`config.mk`:
```
export PLATFORM = sky130hd
export DESIGN_NAME = integer_to_ascii_formatter_top
export DESIGN_NICKNAME = d
export VERILOG_FILES = /design/src/sv/i2a_pkg.sv /design/src/sv/i2a_bcd.sv /design/src/sv/i2a_emit.sv /design/src/sv/integer_to_ascii_formatter_top.sv
export SDC_FILE = /design/constraint.sdc
export NUM_CORES = 2
export LEC_CHECK = 0
export BUFFER_PORTS_ARGS = -buffer_cell sky130_fd_sc_hd__buf_4
export CORE_ASPECT_RATIO = 0.75
export CORE_UTILIZATION = 30
export DETAILED_ROUTE_END_ITERATION = 10
export MAX_ROUTING_LAYER = met4
export PLACE_DENSITY = 0.55
export SLEW_MARGIN = 30
export SYNTH_ARGS = -nofsm -noshare
export SYNTH_HDL_FRONTEND = slang
export SYNTH_HIERARCHICAL = 1
export SYNTH_SLANG_ARGS = --single-unit
```
`constraint.sdc`:
```
create_clock -name clk -period 33.4 [get_ports clk]
set_input_delay 1.67 -clock clk [delete_from_list [all_inputs] [get_ports clk]]
set_output_delay 1.67 -clock clk [all_outputs]
set_load 0.005 [all_outputs]
```
`src/sv/i2a_pkg.sv`:
```
// Shared types and constants for the integer to ASCII formatter.
`timescale 1ns / 1ps
package i2a_pkg;
  localparam int TextMax  = 18;
  localparam int DecDigits = 10;
  localparam int HexDigits = 16;

  typedef enum logic [2:0] {
    FMT_SDEC = 3'd0,
    FMT_UDEC = 3'd1,
    FMT_HEXL = 3'd2,
    FMT_HEXU = 3'd3,
    FMT_PTR  = 3'd4
  } fmt_t;

  // Digit/format item passed between stages.
  typedef struct packed {
    logic [2:0]  fmt;
    logic        neg;
    logic [63:0] mag;
  } req_t;

  typedef struct packed {
    logic [2:0]  fmt;
    logic        neg;
    logic [63:0] hex_mag;
    logic [39:0] bcd;      // ten BCD digits
  } dig_t;

  typedef logic [TextMax-1:0][7:0] text_t;

  function automatic logic [7:0] hex_char(input logic [3:0] d, input logic upper);
    logic [7:0] r;
    if (d < 4'd10) r = 8'h30 + {4'd0, d};
    else if (upper) r = 8'h37 + {4'd0, d};
    else r = 8'h57 + {4'd0, d};
    return r;
  endfunction
endpackage

```
`src/sv/i2a_bcd.sv`:
```
// Pipelined double-dabble: 32-bit binary to ten BCD digits, four bits per stage.
`timescale 1ns / 1ps
module i2a_bcd
  import i2a_pkg::*;
(
  input  logic clk,
  input  logic rst,
  input  logic en,
  input  logic in_valid,
  input  req_t in_req,
  output logic out_valid,
  output dig_t out_dig
);
  localparam int Stages = 8;

  logic [Stages:0]        vld;
  req_t                   req [Stages+1];
  logic [39:0]            bcd [Stages+1];
  logic [31:0]            bin [Stages+1];

  assign vld[0] = in_valid;
  assign req[0] = in_req;
  assign bcd[0] = '0;
  assign bin[0] = in_req.mag[31:0];

  for (genvar s = 0; s < Stages; s++) begin : g_st
    logic [39:0] b;
    logic [31:0] x;
    always_comb begin
      b = bcd[s];
      x = bin[s];
      for (int k = 0; k < 4; k++) begin
        for (int d = 0; d < 10; d++) begin
          if (b[d*4 +: 4] > 4'd4) b[d*4 +: 4] = b[d*4 +: 4] + 4'd3;
        end
        b = {b[38:0], x[31]};
        x = {x[30:0], 1'b0};
      end
    end
    logic        v_r;
    req_t        q_r;
    logic [39:0] b_r;
    logic [31:0] x_r;
    always_ff @(posedge clk) begin
      if (rst) begin
        v_r <= 1'b0;
      end else if (en) begin
        v_r <= vld[s];
      end
      if (en) begin
        q_r <= req[s];
        b_r <= b;
        x_r <= x;
      end
    end
    assign vld[s+1] = v_r;
    assign req[s+1] = q_r;
    assign bcd[s+1] = b_r;
    assign bin[s+1] = x_r;
  end

  assign out_valid       = vld[Stages];
  assign out_dig.fmt     = req[Stages].fmt;
  assign out_dig.neg     = req[Stages].neg;
  assign out_dig.hex_mag = req[Stages].mag;
  assign out_dig.bcd     = bcd[Stages];
endmodule

```
`src/sv/i2a_emit.sv`:
```
// Text builder and character serializer.
`timescale 1ns / 1ps
module i2a_emit
  import i2a_pkg::*;
(
  input  logic       clk,
  input  logic       rst,
  input  logic       in_valid,
  output logic       in_ready,
  input  dig_t       in_dig,
  output logic       out_valid,
  input  logic       out_ready,
  output logic [7:0] out_char,
  output logic       out_last,
  output logic [4:0] out_count
);
  // Stage A: leading-digit count.
  logic        a_valid;
  dig_t        a_dig;
  logic [4:0]  a_nd;
  logic [4:0]  nd_next;

  always_comb begin
    nd_next = 5'd1;
    if (in_dig.fmt == FMT_SDEC || in_dig.fmt == FMT_UDEC) begin
      for (int d = 0; d < 10; d++)
        if (in_dig.bcd[d*4 +: 4] != 4'd0) nd_next = 5'(d + 1);
    end else if (in_dig.fmt == FMT_PTR) begin
      for (int d = 0; d < 16; d++)
        if (in_dig.hex_mag[d*4 +: 4] != 4'd0) nd_next = 5'(d + 1);
    end else begin
      for (int d = 0; d < 8; d++)
        if (in_dig.hex_mag[d*4 +: 4] != 4'd0) nd_next = 5'(d + 1);
    end
  end

  // Serializer state.
  logic        busy;
  text_t       text;
  logic [4:0]  len;
  logic [4:0]  pos;
  logic        a_ready;
  logic        take;

  assign take     = a_valid && (!busy || (out_ready && pos + 5'd1 == len));
  assign a_ready  = !a_valid || take;
  assign in_ready = a_ready;

  always_ff @(posedge clk) begin
    if (rst) begin
      a_valid <= 1'b0;
    end else if (a_ready) begin
      a_valid <= in_valid;
    end
    if (a_ready) begin
      a_dig <= in_dig;
      a_nd  <= nd_next;
    end
  end

  // Build the text from stage A.
  text_t       text_next;
  logic [4:0]  len_next;
  always_comb begin
    logic [4:0] pre;
    logic [3:0] dg;
    text_next = '0;
    pre = 5'd0;
    dg = 4'd0;
    if (a_dig.fmt == FMT_PTR && a_dig.hex_mag == 64'd0) begin
      text_next[0] = "(";
      text_next[1] = "n";
      text_next[2] = "i";
      text_next[3] = "l";
      text_next[4] = ")";
      len_next = 5'd5;
    end else begin
      if (a_dig.fmt == FMT_PTR) begin
        text_next[0] = "0";
        text_next[1] = "x";
        pre = 5'd2;
      end else if (a_dig.fmt == FMT_SDEC && a_dig.neg) begin
        text_next[0] = "-";
        pre = 5'd1;
      end
      for (int i = 0; i < 16; i++) begin
        if (5'(i) < a_nd) begin
          if (a_dig.fmt == FMT_SDEC || a_dig.fmt == FMT_UDEC)
            dg = a_dig.bcd[(a_nd - 5'(i) - 5'd1)*4 +: 4];
          else
            dg = a_dig.hex_mag[(a_nd - 5'(i) - 5'd1)*4 +: 4];
          text_next[pre + 5'(i)] = hex_char(dg, a_dig.fmt == FMT_HEXU);
        end
      end
      len_next = pre + a_nd;
    end
  end

  always_ff @(posedge clk) begin
    if (rst) begin
      busy <= 1'b0;
    end else if (take) begin
      busy <= 1'b1;
    end else if (busy && out_ready && pos + 5'd1 == len) begin
      busy <= 1'b0;
    end
    if (take) begin
      text <= text_next;
      len  <= len_next;
      pos  <= 5'd0;
    end else if (busy && out_ready) begin
      pos <= pos + 5'd1;
    end
  end

  assign out_valid = busy;
  assign out_char  = text[pos];
  assign out_last  = (pos + 5'd1 == len);
  assign out_count = out_last ? len : 5'd0;
endmodule

```
`src/sv/integer_to_ascii_formatter_top.sv`:
```
// Top level of the integer to ASCII formatter.
`timescale 1ns / 1ps
// Formats one number per request as ASCII text, one character per output
// cycle while m_tready is high, most significant first; tlast marks the
// final character and tuser carries the character count (1 to 18) there.
// The serializer loads the next text as the last character leaves, while
// a ten-stage front end (sign fix, eight binary-to-BCD stages, digit count)
// overlaps the next requests. Unused format codes produce no output.
module integer_to_ascii_formatter_top
  import i2a_pkg::*;
(
  input  logic        clk,
  input  logic        rst,
  input  logic        s_tvalid,
  output logic        s_tready,
  input  logic [71:0] s_tdata,   // [2:0] req_type, [66:3] value, zero fill
  output logic        m_tvalid,
  input  logic        m_tready,
  output logic [7:0]  m_tdata,   // [7:0] character
  output logic        m_tlast,   // last
  output logic [4:0]  m_tuser    // [4:0] char_count
);
  logic [2:0]  req_type;
  logic [63:0] value;
  assign req_type = s_tdata[2:0];
  assign value    = s_tdata[66:3];

  // Pipeline advances when the output stage can absorb.
  logic en, p_valid, e_ready, b_valid;
  req_t p_req, p_req_next;
  dig_t b_dig;
  assign en       = e_ready || !b_valid;
  assign s_tready = en;

  always_comb begin
    p_req_next.fmt = req_type;
    p_req_next.neg = value[31] && req_type == FMT_SDEC;
    p_req_next.mag = (req_type == FMT_PTR) ? value :
                     {32'd0, p_req_next.neg ? (~value[31:0] + 32'd1) : value[31:0]};
  end

  always_ff @(posedge clk) begin
    if (rst) begin
      p_valid <= 1'b0;
    end else if (en) begin
      p_valid <= s_tvalid && req_type <= FMT_PTR;
    end
    if (en) p_req <= p_req_next;
  end

  i2a_bcd u_bcd (
    .clk(clk), .rst(rst), .en(en),
    .in_valid(p_valid), .in_req(p_req),
    .out_valid(b_valid), .out_dig(b_dig)
  );

  i2a_emit u_emit (
    .clk(clk), .rst(rst),
    .in_valid(b_valid), .in_ready(e_ready), .in_dig(b_dig),
    .out_valid(m_tvalid), .out_ready(m_tready),
    .out_char(m_tdata), .out_last(m_tlast), .out_count(m_tuser)
  );
endmodule

```
==> impl_metrics.csv <==
group,metric,value,unit
sta,worst_case_headroom_to_the_max_slew_limit,32.81,%
grt,grt.total_usage,16.45,%
die,die_height,409.7,um
clocking,cts_root_buffer,"sky130_fd_sc_hd__clkbuf_16",
detailed_routing,detail_route.wl_per_cell,19.84,um
detailed_routing,drt_pass1_iterations,9,
sta,rsz0062_at_grt,"false",
yosys,synthesis.instances,6323,
yosys,seq_area_frac_synth,47.13,%
final_layout,fillers,22040,
sta,hold_slack,395.6,ps
sta,clock.fmax,0.1352,GHz
final_layout,layout.cells.most_common_list,"1033 x sky130_fd_sc_hd__edfxtp_1, 555 x sky130_fd_sc_hd__nor2_1, 512 x sky130_fd_sc_hd__nand2_1, 421 x sky130_fd_sc_hd__a21oi_1, 374 x sky130_fd_sc_hd__o21ai_0",
sta,clock-skew-final,87.07,ps
worst_setup_path,crit_buf_inv,7,
clocking,max-clock-path-buffers,3,
yosys,synth.net_count,6573,
place,pre_cts_slack,25980,ps
die,floorplan.rows,149,
grt,antenna_violations_before_repair,6,
final_layout,most_common_cell_after_layout_fill_and_taps_aside,"sky130_fd_sc_hd__edfxtp_1",
worst_setup_path,crit-reg2reg-launch,"u_emit/pos[1]",
clocking,tritoncts_clock_tree,"done",
final_layout,final-instance-count-excl-fill,9322,
sta,timing.final.max_slew_violations,0,
place,place.port_buffers,85,
yosys,synth-edff-count,1033,
final_layout,ff_latch_area,0.03134,mm^2
clocking,cts_hold_buf,0,
place,numPlacedInstances,9111,
worst_hold_path,hold_path.class,"flip-flop to flip-flop",
worst_setup_path,r2r_setup_slack,26000,ps
clocking,post_cts.repair.setup_buffers,0,
yosys,async_reset_ff_share,0,%
final_layout,share_of_cells_above_drive_strength_1,11.74,%
place,place_hpwl,133.3,mm
clocking,insertion_delay,790,ps
die,floorplan.die.width,545.6,um
sta,fin_tns_setup,0,ps
grt,via_count_of_the_first_global_routing_pass,47530,
detailed_routing,drc,4,
grt,grt_pass1_wl,283.8,mm
outcome,failed_checks,"design-rule violations",
worst_hold_path,hold-path-endpoint,"u_bcd/g_st[0].q_r[47]",
flow_run,timing.max_cap.violations,0,
clocking,postCtsResizedCells,0,
worst_hold_path,hp-start,"p_req[47]",
worst_setup_path,r2r-end,"p_req[0]",
yosys,syn_avg_cell_area,10.52,um^2
grt,pin_count_of_the_biggest_net_entering_global_routing,190,
die,starting_utilization_of_the_core_area,30.23,%
clocking,numCtsBuffers,109,
detailed_routing,vias_per_std_cell,5.546,
sta,max_slew.worst_pin.slew,1002,ps
sta,post-route-worst-setup-slack,26000,ps
detailed_routing,wl,184.9,mm
die,floorplan.die_area,0.2235,mm^2
worst_setup_path,worstPathCellList,"ha_1, nand2b_1, o211ai_1, o21ai_0, a21oi_1, nand3_1, nor2_1, a21boi_0, buf_4, nand2_4, nand2b_4, buf_12, buf_4, buf_12, buf_16, buf_4, buf_12",
sta,setup_viol,0,
yosys,dominantRegCellSynth,"sky130_fd_sc_hd__edfxtp_1",
worst_setup_path,worst_path_dominant_cell_family,"buffers and inverters",
final_layout,final_net_count,6530,
final_layout,multiInputGateArea,0.03285,mm^2
worst_setup_path,critical_path_required,33820,ps
worst_setup_path,timing_worst_setup_path_type,"flip-flop to flip-flop",
worst_setup_path,slowest_stage_cell_crit_path,"sky130_fd_sc_hd__dfxtp_2",
detailed_routing,drtIter0Drc,6007,
worst_setup_path,worst_r2r_path_depth,17,
yosys,yosysUniqueCellTypes,142,
worst_setup_path,critPathMaxFanout,159,
final_layout,area_growth_syn_to_layout,11.06,%
outcome,outcome,"finished, violations left",
place,place_congestion,0.9642,
yosys,yosys_warnings,6,
sta,final_critical_period,7397,ps
die,core_area,0.2200,mm^2
detailed_routing,antenna_left,0,
clocking,cts_sinks,1049,
clocking,clk_transition_reported_paths,60,ps
yosys,post_synth_instance_area,0.06649,mm^2
worst_setup_path,timing.critical_path.from_type,"flip-flop",
sta,finalHoldViolations,0,
sta,finalCritPeriodShare,22.15,%
worst_setup_path,crit_arrival,7820,ps
worst_setup_path,critical-path-max-stage-delay,920,ps
die,num_io_pins,92,
worst_hold_path,worstHoldPathCells,0,
detailed_routing,overall_via_count_from_detail_route,51700,
yosys,synth_seq_cells,1049,
worst_setup_path,critPathCaptureType,"flip-flop",
grt,grt_overflow_total,0,
clocking,htree_levels,3,
[worst max path at each step]
stage | endpoint | startpoint | depth (start not counted)
after floorplan | s_tready | m_tready | 3
after global placement | u_bcd/g_st[1].q_r[0] | u_emit/pos[0] | 16
after detailed placement | p_req[0] | u_emit/pos[1] | 16
after CTS | p_req[0] | u_emit/pos[1] | 16
after global routing | p_req[7] | u_emit/pos[0] | 18
final | p_req[0] | u_emit/pos[1] | 17
[registers in the layout (all words and copies together) (netlist names)]
name,count
p_req,68
p_valid,1
u_bcd/g_st.b_r,177
u_bcd/g_st.q_r,476
u_bcd/g_st.v_r,7
u_bcd/out_dig,68
u_bcd/out_valid,1
u_emit/a_dig,108
u_emit/a_nd,5
u_emit/a_valid,1
u_emit/len,5
u_emit/out_valid,1
u_emit/pos,5
u_emit/text,126
[cell families (layout without fill, tap and decap cells)]
| group | Yosys count | count (layout) | share of synthesized area (%) |
|---|---|---|---|
| xor gates and xnor gates | 252 | 252 | 3.564 |
| adders and majority gates | 183 | 183 | 3.421 |
| DFF | 1049 | 1049 | 47.13 |
| muxes | 424 | 424 | 8.695 |
| and+or+nand+nor | 1982 | 1982 | 14.49 |
| AOI/OAI and AO/OA | 1855 | 1855 | 18.93 |
| other | 1 | 8 | 0.005640 |
| buffers and inverters | 577 | 625 | 3.752 |
[metrics by stage]
step	utilization, %	cell area [um^2]
2_1_floorplan	-	66490
3_3_place_gp	31.83	70030
3_5_place_dp	31.86	70100
4_1_cts	33.52	73740
5_1_grt	33.57	73840
6_report	33.57	73850
[cells in the mapped netlist (all sizes together), types with 146 or more instances]
library cell,number,share of area (%)
buf,146,1.3
clkbuf,183,1.0
nor2,560,3.2
ha,173,3.3
edfxtp,1033,47
mux2i,217,3.3
nand2,515,2.9
inv,246,1.4
nor3,185,1.4
xnor2,192,2.7
a21oi,432,3.3
o21ai,428,3.3
[routing by layer]
layer / GRT usage (%) / vias to the layer above / part of all wire [%] / wire length (um)
met3: 3.172 / 271 / 8.1 / 15030
met5: - / - / 0 / 0
met4: 4.470 / 0 / 2.5 / 4686
met1: 23.64 / 25140 / 48 / 87880
li1: - / 24250 / - / -
met2: 23.37 / 2041 / 42 / 77340
[cell type report]
| class | count | share of cell area, % |
|---|---|---|
| Antenna cell | 7 | 0.02372 |
| Inverter | 248 | 1.261 |
| Clock buffer | 123 | 3.778 |
| Multi-Input combinational cell | 4697 | 44.48 |
| Timing Repair Buffer | 175 | 1.869 |
| Tap cell | 2944 | 4.988 |
| Clock inverter | 79 | 1.152 |
| Sequential cell | 1049 | 42.44 |
Power is left out: the tool's default activity adds up to more than one toggle a clock period on the data nets, which glitch-free logic cannot reach.
